<file path="src/rtl/lrc_pkg.sv">
// Shared types and constants of the line and rectangle crossing block.
// Used by every module under rtl; depends on nothing.
package lrc_pkg;

  localparam int COORD_W = 32;
  localparam int DIFF_W = COORD_W + 1;
  localparam int PROD_W = 2 * DIFF_W;
  localparam int TOL_W = 16;
  localparam int CFG_IDX_W = 3;

  localparam logic [CFG_IDX_W-1:0] REG_X_LOW = 3'd0;
  localparam logic [CFG_IDX_W-1:0] REG_X_HIGH = 3'd1;
  localparam logic [CFG_IDX_W-1:0] REG_Y_LOW = 3'd2;
  localparam logic [CFG_IDX_W-1:0] REG_Y_HIGH = 3'd3;
  localparam logic [CFG_IDX_W-1:0] REG_TOL = 3'd4;

  localparam logic [1:0] MODE_NONE = 2'd0;
  localparam logic [1:0] MODE_VERT = 2'd1;
  localparam logic [1:0] MODE_HORZ = 2'd2;
  localparam logic [1:0] MODE_GEN = 2'd3;

  typedef struct packed {
    logic signed [COORD_W-1:0] a_x;
    logic signed [COORD_W-1:0] a_y;
    logic signed [COORD_W-1:0] b_x;
    logic signed [COORD_W-1:0] b_y;
  } seg_t;

  typedef struct packed {
    logic crossing_valid;
    logic signed [COORD_W-1:0] pos_from;
    logic signed [COORD_W-1:0] pos_till;
  } res_t;

  typedef struct packed {
    logic signed [COORD_W-1:0] x_low;
    logic signed [COORD_W-1:0] x_high;
    logic signed [COORD_W-1:0] y_low;
    logic signed [COORD_W-1:0] y_high;
    logic [TOL_W-1:0] tol;
  } rect_t;

  typedef struct packed {
    logic [1:0] mode;
    logic signed [DIFF_W-1:0] dx;
    logic signed [DIFF_W-1:0] dy;
    logic signed [DIFF_W-1:0] ulx;
    logic signed [DIFF_W-1:0] uhx;
    logic signed [DIFF_W-1:0] vly;
    logic signed [DIFF_W-1:0] vhy;
  } setup_t;

  typedef struct packed {
    logic ok;
    logic signed [DIFF_W-1:0] num0;
    logic signed [DIFF_W-1:0] den0;
    logic signed [DIFF_W-1:0] num1;
    logic signed [DIFF_W-1:0] den1;
  } op_t;

  typedef struct packed {
    logic ok;
    logic signed [COORD_W-1:0] p0;
    logic signed [COORD_W-1:0] p1;
  } pos_t;

endpackage

</file>
<file path="src/rtl/lrc_setup.sv">
// First pipeline stage: differences to the edges, tolerance tests and case selection.
// Depends on lrc_pkg.
module lrc_setup (
  input  logic clk,
  input  logic rst,
  input  lrc_pkg::rect_t rect,
  input  logic src_valid,
  output logic src_stall,
  input  lrc_pkg::seg_t src_data,
  output logic dst_valid,
  input  logic dst_stall,
  output lrc_pkg::setup_t dst_data
);
  localparam int DW = lrc_pkg::DIFF_W;
  localparam int W = lrc_pkg::COORD_W;

  logic valid;
  lrc_pkg::setup_t data_next;
  logic signed [DW-1:0] ax, ay, bx, by;
  logic [DW-1:0] adx, ady;
  logic near_x, near_y, empty, x_in, y_in;

  assign src_stall = valid && dst_stall;
  assign dst_valid = valid;

  always_comb begin
    ax = DW'(src_data.a_x);
    ay = DW'(src_data.a_y);
    bx = DW'(src_data.b_x);
    by = DW'(src_data.b_y);
    data_next.dx = bx - ax;
    data_next.dy = by - ay;
    data_next.ulx = DW'(rect.x_low) - ax;
    data_next.uhx = DW'(rect.x_high) - ax;
    data_next.vly = DW'(rect.y_low) - ay;
    data_next.vhy = DW'(rect.y_high) - ay;
    adx = data_next.dx[DW-1] ? -data_next.dx : data_next.dx;
    ady = data_next.dy[DW-1] ? -data_next.dy : data_next.dy;
    near_x = adx[W-1:0] <= W'(rect.tol);
    near_y = ady[W-1:0] <= W'(rect.tol);
    empty = (rect.x_low > rect.x_high) || (rect.y_low > rect.y_high);
    x_in = (rect.x_low <= src_data.a_x) && (src_data.a_x <= rect.x_high);
    y_in = (rect.y_low <= src_data.a_y) && (src_data.a_y <= rect.y_high);
    if (empty || (near_x && near_y)) begin
      data_next.mode = lrc_pkg::MODE_NONE;
    end else if (near_x) begin
      data_next.mode = x_in ? lrc_pkg::MODE_VERT : lrc_pkg::MODE_NONE;
    end else if (near_y) begin
      data_next.mode = y_in ? lrc_pkg::MODE_HORZ : lrc_pkg::MODE_NONE;
    end else begin
      data_next.mode = lrc_pkg::MODE_GEN;
    end
  end

  always_ff @(posedge clk) begin
    if (rst) begin
      valid <= 1'b0;
    end else if (!src_stall) begin
      valid <= src_valid;
    end
  end

  always_ff @(posedge clk) begin
    if (!src_stall) begin
      dst_data <= data_next;
    end
  end
endmodule

</file>
<file path="config.mk">
export PLATFORM = sky130hd
export DESIGN_NAME = lrc_setup
export DESIGN_NICKNAME = d
export VERILOG_FILES = /design/src/rtl/lrc_pkg.sv /design/src/rtl/lrc_setup.sv
export SDC_FILE = /design/constraint.sdc
export NUM_CORES = 1
export LEC_CHECK = 0
export BUFFER_PORTS_ARGS = -buffer_cell sky130_fd_sc_hd__buf_2
export CAP_MARGIN = 0
export CELL_PAD_IN_SITES_DETAIL_PLACEMENT = 1
export CELL_PAD_IN_SITES_GLOBAL_PLACEMENT = 1
export CORE_MARGIN = 2
export CORE_UTILIZATION = 40
export CTS_BUF_LIST = sky130_fd_sc_hd__clkbuf_4
export CTS_CLUSTER_DIAMETER = 50
export CTS_CLUSTER_SIZE = 24
export DETAILED_ROUTE_END_ITERATION = 8
export PLACE_DENSITY_LB_ADDON = 0.1
export SETUP_SLACK_MARGIN = 0.2
export SLEW_MARGIN = 25
export SYNTH_ARGS = -nofsm -noshare
export SYNTH_HDL_FRONTEND = slang
export SYNTH_SLANG_ARGS = --single-unit
</file>
<file path="constraint.sdc">
create_clock -name clk -period 18.6 [get_ports clk]
set_input_delay 3.72 -clock clk [delete_from_list [all_inputs] [get_ports clk]]
set_output_delay 3.72 -clock clk [all_outputs]
set_load 0.02 [all_outputs]
</file>
==> results of run 1 <==
[worst max-delay path, stage by stage]
cell	delay (ns)
buf_2	0.08
inv_1	0.07
ha_1	0.51
nand4_1	0.17
or2_1	0.27
or4b_1	0.59
a21oi_2	0.31
or2_1	0.18
o41ai_1	0.12
nor2_2	0.60
clkinv_1	0.67
o21ai_0	0.36
ha_1	0.29
nor2b_1	0.15
o21a_1	0.16
o21a_1	0.16
o21a_1	0.17
o21a_1	0.18
o21a_1	0.16
o21ai_0	0.18
a211o_1	0.20
o211ai_1	0.09
or4_1	0.54
nor3_2	0.21
o31a_1	0.16
nor3_1	0.05
[metrics by stage]
stage	utilization, %	setup slack (ns)	std cells	hold WS, ns
after floorplan	-	6.00	2358	3.79
after global placement	46.5	8.31	3480	1.12
after detailed placement	46.5	8.03	3480	1.17
after CTS	47.7	8.93	3546	1.13
after global routing	47.7	8.36	3549	1.22
final	47.8	8.80	3553	1.13
[synth_stat cells (all sizes together), types with 18 or more instances]
library cell,n
or3,26
o21ai,142
xor2,49
ha,294
nor2,189
or2,19
a21o,93
nor4,25
nor2b,39
clkbuf,27
o211ai,20
o21a,61
nand4,57
edfxtp,200
nor3,52
nand2,122
xnor2,122
inv,238
o31ai,18
nand3,49
a21oi,190
nand2b,30
[power groups by stage]
stage	registers, mW	clock network [mW]	logic [mW]
after floorplan	0.772	0	0.492
after global placement	0.655	0	0.911
after detailed placement	0.657	0	0.931
after CTS	0.647	0.422	0.936
after global routing	0.654	0.436	1.02
final	0.645	0.407	0.938
[layout by cell type, fill, tap and decap left out, types with 15 or more instances in the layout]
cell type | netlist | layout
ha_1 | 294 | 294
and3_1 | 17 | 17
a21o_1 | 93 | 93
o211ai_1 | 20 | 20
a31oi_1 | 17 | 17
xnor2_1 | 121 | 121
xor2_1 | 49 | 49
nor3_1 | 48 | 48
buf_2 | 11 | 477
or2_2 | 16 | 16
a21boi_0 | 15 | 15
or3_1 | 26 | 26
nand4_1 | 57 | 57
nand2_1 | 122 | 121
nand2b_1 | 30 | 30
inv_1 | 236 | 236
edfxtp_1 | 200 | 200
nand3_1 | 49 | 49
o21ai_0 | 139 | 139
o31ai_1 | 17 | 17
o21a_1 | 61 | 61
clkbuf_4 | 0 | 37
nor4_1 | 21 | 21
nor2_1 | 188 | 188
o21bai_1 | 17 | 17
a21oi_1 | 187 | 187
nor2b_1 | 39 | 39
[sequential cells by signal, summed over array words and instances, names as in the netlist]
| name | flops |
|---|---|
| dst_valid | 1 |
| dst_data | 200 |
[per-layer routing]
layer	up-vias	routed length, µm	GRT usage, %	share of wire (%)
met5	-	161	0	0.20
met4	26	3320	11.3	4.1
met3	164	4560	6.42	5.6
met2	503	40000	52.6	49
met1	9848	33600	34.6	41
li1	9725	-	-	-
[layout make-up]
class,count,area [µm²]
Fill cell,6281,26900
Multi-Input combinational cell,1877,13700
Sequential cell,201,6030
Timing Repair Buffer,483,2430
Inverter,239,897
Tap cell,680,851
Clock inverter,29,338
Clock buffer,37,278
Antenna cell,7,17.5
[kinds of logic (layout without fill, tap and decap cells)]
logic type,after synthesis,in the layout,synth area share [%]
AOI/OAI and AO/OA,710,710,22.6
and+or+nand+nor,684,684,17.2
adders and majority gates,300,300,18.3
buffers and inverters,280,788,5.17
DFF,201,201,29.0
xor gates and xnor gates,171,171,7.23
muxes,12,12,0.583
other,0,7,0
[worst paths after layout]
path / startpoint / to / slack [ns] / depth (start not counted)
worst max-delay path: src_data[106] / dst_data[198] / 8.80 / 26
worst min-delay path: dst_valid / dst_data[103] / 1.13 / 1
worst max register to register: dst_valid / dst_data[192] / 16.08 / 3
worst min register to register: dst_valid / dst_data[103] / 1.13 / 1
==> flow_summary.toml, run 1 <==
[power_and_ir_drop]
clkPwrFrac_pct = 20.4
switching_share_pct = 43.5
leakage_nw = 11.5
peakVddDrop_v = 0.0000492
p_switching_mw = 0.865
p_total_mw = 1.99
p_int_mw = 1.12
cellPowerDensity_nw_per_um2 = 81.0
p_seq_share_pct = 32.4
combPwrFrac_pct = 47.1

[clocking]
tritoncts = "yes"
cts_max_level = 2
cts_sinks = 201
path_clk_slew_ns = 0.11
clk_path_buf_depth = 3
clockRootBuffer = "clkbuf_4"
insertion_delay_ns = 0.83
numCtsBuffers = 36
ctsHoldBuffers = 0
cts-resized-gates = 0
cts_setup_buffers = 0

[global_routing]
grt_overflow = 0
grtUsageTotal_pct = 29.6
antenna_found_initial = 19
grt_pass1_vias = 21047
grt_max_degree = 61
grt_pass1_wl_mm = 122

[timing]
rsz0062_at_grt = "no"
final-max-slew-violation-count = 0
timing.fmax_ghz = 0.102
min_period_ns = 9.80
hold_violations = 0
period_share_pct = 52.7
worst_pin_slew_ns = 0.965
max_slew_margin_pct = 34.7
finalSetupViolCount = 0
skew_ns = 0.0977
fin_setup_tns_ns = 0

[cells_and_area]
syn_to_final_growth_pct = 18.0
drive_gt1_share_pct = 21.2
nets = 3414
finish.instance_area_um2 = 24600

[synthesis]
synth_edf_count = 200
ys_seq_area_share_pct = 29.0
ys_seq_elements = 201
async_reset_ff_share_pct = 0
avgSynthCellArea_um2 = 8.82
syn_area_um2 = 20800
netlist_top_cells_area = "edfxtp_1, ha_1, xnor2_1"
synthCells = 2358
synth.top_cell.area_share_pct = 28.9
synth_fp_nets = 2934
yosys.area.top_type = "edfxtp_1"
synth_flop_cell = "edfxtp_1"
yosysWarnings = 0
ys_types = 101

[status]
status = "finished, final reports clean"

[floorplanning]
pin_count = 478
die_h_um = 232
die_w_um = 232
coreArea_um2 = 51400
start_util_pct = 40.5
die_area_um2 = 53900
rows = 83

[flow_run]
cap_violations = 0

[drt]
first_pass_iters = 5
drtAntennaViolNets = 0
vias = 20266
wl_mm = 81.6
via_per_inst = 5.70
drt-wirelength-per-cell_um = 23.0
drc = 0
drt_iter0_markers = 1058

[critical_path]
path_max_fanout = 18
end_kind = "register"
worstPathRequired_ns = 19.18
cp.arrival_ns = 10.38
crit_path_start_kind = "input port"
path_class = "in2reg"

[placed_design]
dp_hpwl_mm = 69.4
port_buffers = 477
dpl-instance-area_um2 = 23900
place.gp.congestion = 0.929

[hold_path]
hold_path_class = "reg2reg"
(Power assumes the default switching activity.)
==> run 2, diff against run 1 <==
Settings changed: CORE_UTILIZATION 40 to 38.
Clock period 18.6 ns to 8.08 ns, I/O delays scaled along.
==> run 2 against run 1 <==
Clock skew is 0.047 ns lower. Non-clock buffer count increased by 5. Utilization down 2.3 points. Worst setup slack worse by 7.4 ns. Clock power rose by 120%. First-iteration DRC count decreased by 0.85%. Sequential share of layout area about the same. Cell area barely moved. Combinational power grew 130%. Die area is 5.2% higher. Via count increased by 0.25%.
==> flow_summary.toml, run 2 (synthesis gave the netlist of run 1 again) <==
[drt]
drt-met1-wl_mm = 33.8
drt-wirelength-per-cell_um = 23.0
wl_mm = 82.3
wl_met3_mm = 4.15
drt_iter0_markers = 1049
vias = 20317
via_per_inst = 5.68
routed-wl-met2_mm = 41.4
drc = 0
first_pass_iters = 5
drtAntennaViolNets = 0
highest_layer = "met5"

[power_and_ir_drop]
p_total_mw = 4.54
p_int_mw = 2.55
cellPowerDensity_nw_per_um2 = 185
p_seq_share_pct = 32.9
clkPwrFrac_pct = 19.8
combPwrFrac_pct = 47.3
leakage_nw = 11.6
peakVddDrop_v = 0.000116
p_switching_mw = 1.99
switching_share_pct = 43.9

[cells_and_area]
syn_to_final_growth_pct = 18.1
post-route-util_pct = 45.5
largest_register_ffs = 200
drive_gt1_share_pct = 21.5
max_flop_register = "dst_data"
finalNonFillerCells = 3575
final_cell_mix = "buf_2, ha_1, inv_1, edfxtp_1, nor2_1"
nets = 3421
final_common_cell = "buf_2"
finish.instance_area_um2 = 24600

[critical_path]
worstPathRequired_ns = 8.63
reg2regPathDepth = 2
path_class = "in2reg"
critPathTopFamily = "compound AO/OA/AOI/OAI gates"
crit_top_cell = "o21ai_0"
critPathBufInv = 4
max_stage_delay_ns = 0.55
timing.rr.end = "dst_data[186]"
crit_path_start_kind = "input port"
path_max_fanout = 16
cp.arrival_ns = 7.19
crit_slowest_cell = "o41ai_1"
regToRegStartpoint = "dst_valid"
rrSetupSlack_ns = 5.94
end_kind = "register"
crit_path_start = "src_data[113]"

[hold_path]
hold_end = "dst_valid"
min_from = "rst"
hold_path_class = "in2reg"
whs_path_depth = 2

[clocking]
clockRootBuffer = "clkbuf_4"
cts-resized-gates = 0
cts_max_level = 2
path_clk_slew_ns = 0.12
insertion_delay_ns = 0.80
cts_sinks = 201
numCtsBuffers = 38
tritoncts = "yes"
cts_setup_buffers = 0
ctsHoldBuffers = 0
clk_path_buf_depth = 3

[timing]
max_slew_margin_pct = 31.7
worst_pin_slew_ns = 1.01
whs_ns = 1.01
min_period_ns = 6.64
period_share_pct = 82.1
hold_violations = 0
fin_setup_tns_ns = 0
skew_ns = 0.0508
rsz0062_at_grt = "no"
timing.fmax_ghz = 0.151
fin_ws_ns = 1.44
finalSetupViolCount = 0
final-max-slew-violation-count = 0

[floorplanning]
pin_count = 478
die_w_um = 238
rows = 85
coreArea_um2 = 54000
start_util_pct = 38.5
die_area_um2 = 56600
die_h_um = 238

[placed_design]
place.gp.congestion = 0.936
preCtsSetupSlack_ns = 0.634
dp_hpwl_mm = 69.3
placedCellCount = 3501
dpl-instance-area_um2 = 24000
port_buffers = 477

[status]
status = "finished, final reports clean"

[global_routing]
grt_max_degree = 95
grtUsageTotal_pct = 28.1
grt_pass1_wl_mm = 123
antenna_found_initial = 18
grt_overflow = 0
grt_pass1_vias = 20985

[flow_run]
cap_violations = 0
-- run 2: per-layer routing --
metal	GRT usage [%]	vias up
li1	-	9759
met1	32.9	9864
met2	51.2	535
met3	4.84	133
met4	10.2	26
met5	0	-
-- run 2: cell type report --
class | instances | area [µm²]
multi-input cells | 1877 | 13700
clock inverters | 27 | 264
fillers | 6552 | 29500
well taps | 696 | 871
repair buffers | 488 | 2470
inverters | 239 | 897
diodes | 5 | 12.5
clock buffers | 42 | 315
flip-flops and latches | 201 | 6030
-- run 2: worst max path at each step --
stage,depth (start not counted),end,slack (ns)
finish,26,dst_data[198],1.44
global route,26,dst_data[198],0.86
CTS,27,dst_data[198],1.51
detailed placement,27,dst_data[198],0.63
global placement,29,dst_data[198],0.82
floorplan,28,dst_data[198],1.17
-- run 2: power by group through the flow --
stage          Combinational [mW]  Clock, mW  Sequential, mW
6_report                     2.15      0.900            1.49
5_1_grt                      2.34      0.964            1.51
4_1_cts                      2.15      0.933            1.50
3_5_place_dp                 2.13          0            1.52
3_3_place_gp                 2.10          0            1.52
2_1_floorplan                1.13          0            1.77
==> run 3, diff against run 2 <==
Clock period 8.08 ns to 5.4 ns, I/O delays scaled along.
==> run 3 against run 2 <==
First-iteration DRC count shrank 25%. Wire length grew 2.4%. Final cell count grew 12%. Cell area grew 14%. Sequential power grew 50%. Non-clock buffer count grew 404. Worst setup slack lost 1.5 ns. Highest routed layer unchanged. Combinational power grew 75%. Power grew 64%. Utilization grew 6.4 points. Via count grew 7.1%. Global-route usage grew 0.70 points. The flow now finishes with violations (setup timing). Largest cell class unchanged.
==> flow_summary.toml, run 3 (synthesis gave the netlist of run 1 again) <==
[cells_and_area]
final_cell_mix = "buf_2, buf_4, ha_1, inv_1, edfxtp_1"
finalNonFillerCells = 3989
nets = 3827
syn_to_final_growth_pct = 34.7
nFillCells = 6587
largest_register_ffs = 200
drive_gt1_share_pct = 32.6
max_flop_register = "dst_data"
final_common_cell = "buf_2"

[drt]
drtAntennaViolNets = 0
drt-met1-wl_mm = 33.8
wl_mm = 84.3
highest_layer = "met5"
first_pass_iters = 7
drc = 0
wl_met3_mm = 3.48
routed-wl-met2_mm = 42.9
via_per_inst = 5.46
drt_iter0_markers = 786
drt-wirelength-per-cell_um = 21.1
vias = 21764

[timing]
final-max-slew-violation-count = 0
fin_ws_ns = -0.0778
period_share_pct = 101
worst_pin_slew_ns = 0.915
hold_violations = 0
fin_setup_tns_ns = -0.137
skew_ns = 0.0442
min_period_ns = 5.48
max_slew_margin_pct = 39.0
timing.fmax_ghz = 0.183
rsz0062_at_grt = "yes"
finalSetupViolCount = 2

[critical_path]
crit_end = "dst_data[199]"
crit_path_start = "src_data[0]"
rrSetupSlack_ns = 3.37
path_max_fanout = 4
crit_path_start_kind = "input port"
timing.rr.end = "dst_data[53]"
path_class = "in2reg"
worstPathRequired_ns = 5.90
regToRegStartpoint = "dst_valid"
cp.arrival_ns = 5.98
end_kind = "register"
reg2regPathDepth = 2

[placed_design]
port_buffers = 477
place.gp.congestion = 0.944
preCtsSetupSlack_ns = -0.966
placedCellCount = 3890
dp_hpwl_mm = 71.8

[status]
status = "finished, violations left"
violations = "setup timing"

[global_routing]
grt_overflow = 0
grt_pass1_vias = 23271
grt_pass1_wl_mm = 127
grt_max_degree = 130
antenna_found_initial = 14
grtUsageTotal_pct = 28.8

[clocking]
numCtsBuffers = 40
clockRootBuffer = "clkbuf_4"
insertion_delay_ns = 0.78
ctsHoldBuffers = 0
cts_sinks = 201
path_clk_slew_ns = 0.09
clk_path_buf_depth = 3
tritoncts = "yes"
cts_max_level = 2

[power_and_ir_drop]
peakVddDrop_v = 0.000162
cellPowerDensity_nw_per_um2 = 266
leakage_nw = 13.6

[floorplanning]
die_h_um = 238
coreArea_um2 = 54000
rows = 85
die_area_um2 = 56600
die_w_um = 238
pin_count = 478
start_util_pct = 38.5

[flow_run]
cap_violations = 0

[hold_path]
hold_path_class = "in2reg"
-- run 3: changes by cell type in the layout (fill, tap and decap cells not counted), sizes merged --
cell and delta:
buf +403, diode +5, bufinv +3, inv -1, clkinv +3, clkbuf +4
clkinvlp -3
-- run 3: timing repair --
item | 4_1_cts | 5_1_grt
endpoints found under the hold margin | 0 | 0
buffers inserted | 8 | 7
gates cloned | 0 | 0
pin swaps | 18 | 25
endpoints found under the setup margin | 2 | 2
resized for setup | 19 | 24
-- run 3: cell type report --
| type | count | area (µm²) | area share, % |
|---|---|---|---|
| Inverter | 239 | 922 | 3.29 |
| Timing Repair Buffer | 892 | 5550 | 19.8 |
| Clock inverter | 29 | 325 | 1.16 |
| Tap cell | 696 | 871 | 3.11 |
| Multi-Input combinational cell | 1877 | 14000 | 49.9 |
| Sequential cell | 201 | 6030 | 21.5 |
| Clock buffer | 45 | 338 | 1.21 |
| Antenna cell | 10 | 25.0 | 0.0893 |
-- run 3: worst min-delay path by stage --
| stage | from | end | slack [ns] | depth (start not counted) |
|---|---|---|---|---|
| 2_1_floorplan | rst | dst_valid | 1.15 | 1 |
| 3_3_place_gp | dst_valid | dst_data[71] | 1.07 | 1 |
| 3_5_place_dp | dst_valid | dst_data[71] | 1.09 | 1 |
| 4_1_cts | rst | dst_valid | 0.38 | 2 |
| 5_1_grt | rst | dst_valid | 0.40 | 2 |
| 6_report | rst | dst_valid | 0.44 | 2 |
-- run 3: power breakdown --
group | internal [mW] | total, mW | leakage (nW) | switching (mW)
registers | 2.12 | 2.23 | 2.08 | 0.112
clock network | 0.692 | 1.48 | 0.363 | 0.784
logic | 1.58 | 3.76 | 11.2 | 2.19
total | 4.38 | 7.47 | 13.6 | 3.08
-- run 3: per-stage QoR --
step / utilization [%] / area, µm² / hold WS, ns / power (mW)
detailed placement: 50.1 / 27000 / 1.09 / 5.92
floorplan: - / 21000 / 1.15 / 4.37
global placement: 50.1 / 27000 / 1.07 / 5.82
global route: 51.9 / 28000 / 0.405 / 7.90
finish: 51.9 / 28000 / 0.439 / 7.47
CTS: 51.6 / 27900 / 0.376 / 7.47
-- run 3: per-layer routing --
layer / GRT usage, % / up-vias
li1: - / 10566
met1: 32.5 / 10517
met2: 53.3 / 508
met3: 4.12 / 167
met4: 13.3 / 6
met5: 0 / -
-- run 3: worst max-delay path, stage by stage --
cell and delay, ns:
buf_2 0.13, inv_2 0.05, ha_2 0.16, inv_1 0.05
fa_2 0.34, a21o_1 0.20, a221oi_4 0.27, buf_4 0.17
buf_6 0.09, o21a_1 0.14, o21ai_2 0.06, xor2_1 0.14
or3_1 0.40, or3_4 0.41, nand2_2 0.08, xnor2_1 0.13
ha_1 0.27, a21o_1 0.16, a21o_1 0.18, a21oi_2 0.15
o21ai_2 0.08, nor2_1 0.13, o22ai_2 0.09, a221oi_2 0.18
nand4_1 0.15, nor4_2 0.39, buf_4 0.22, a211oi_2 0.07
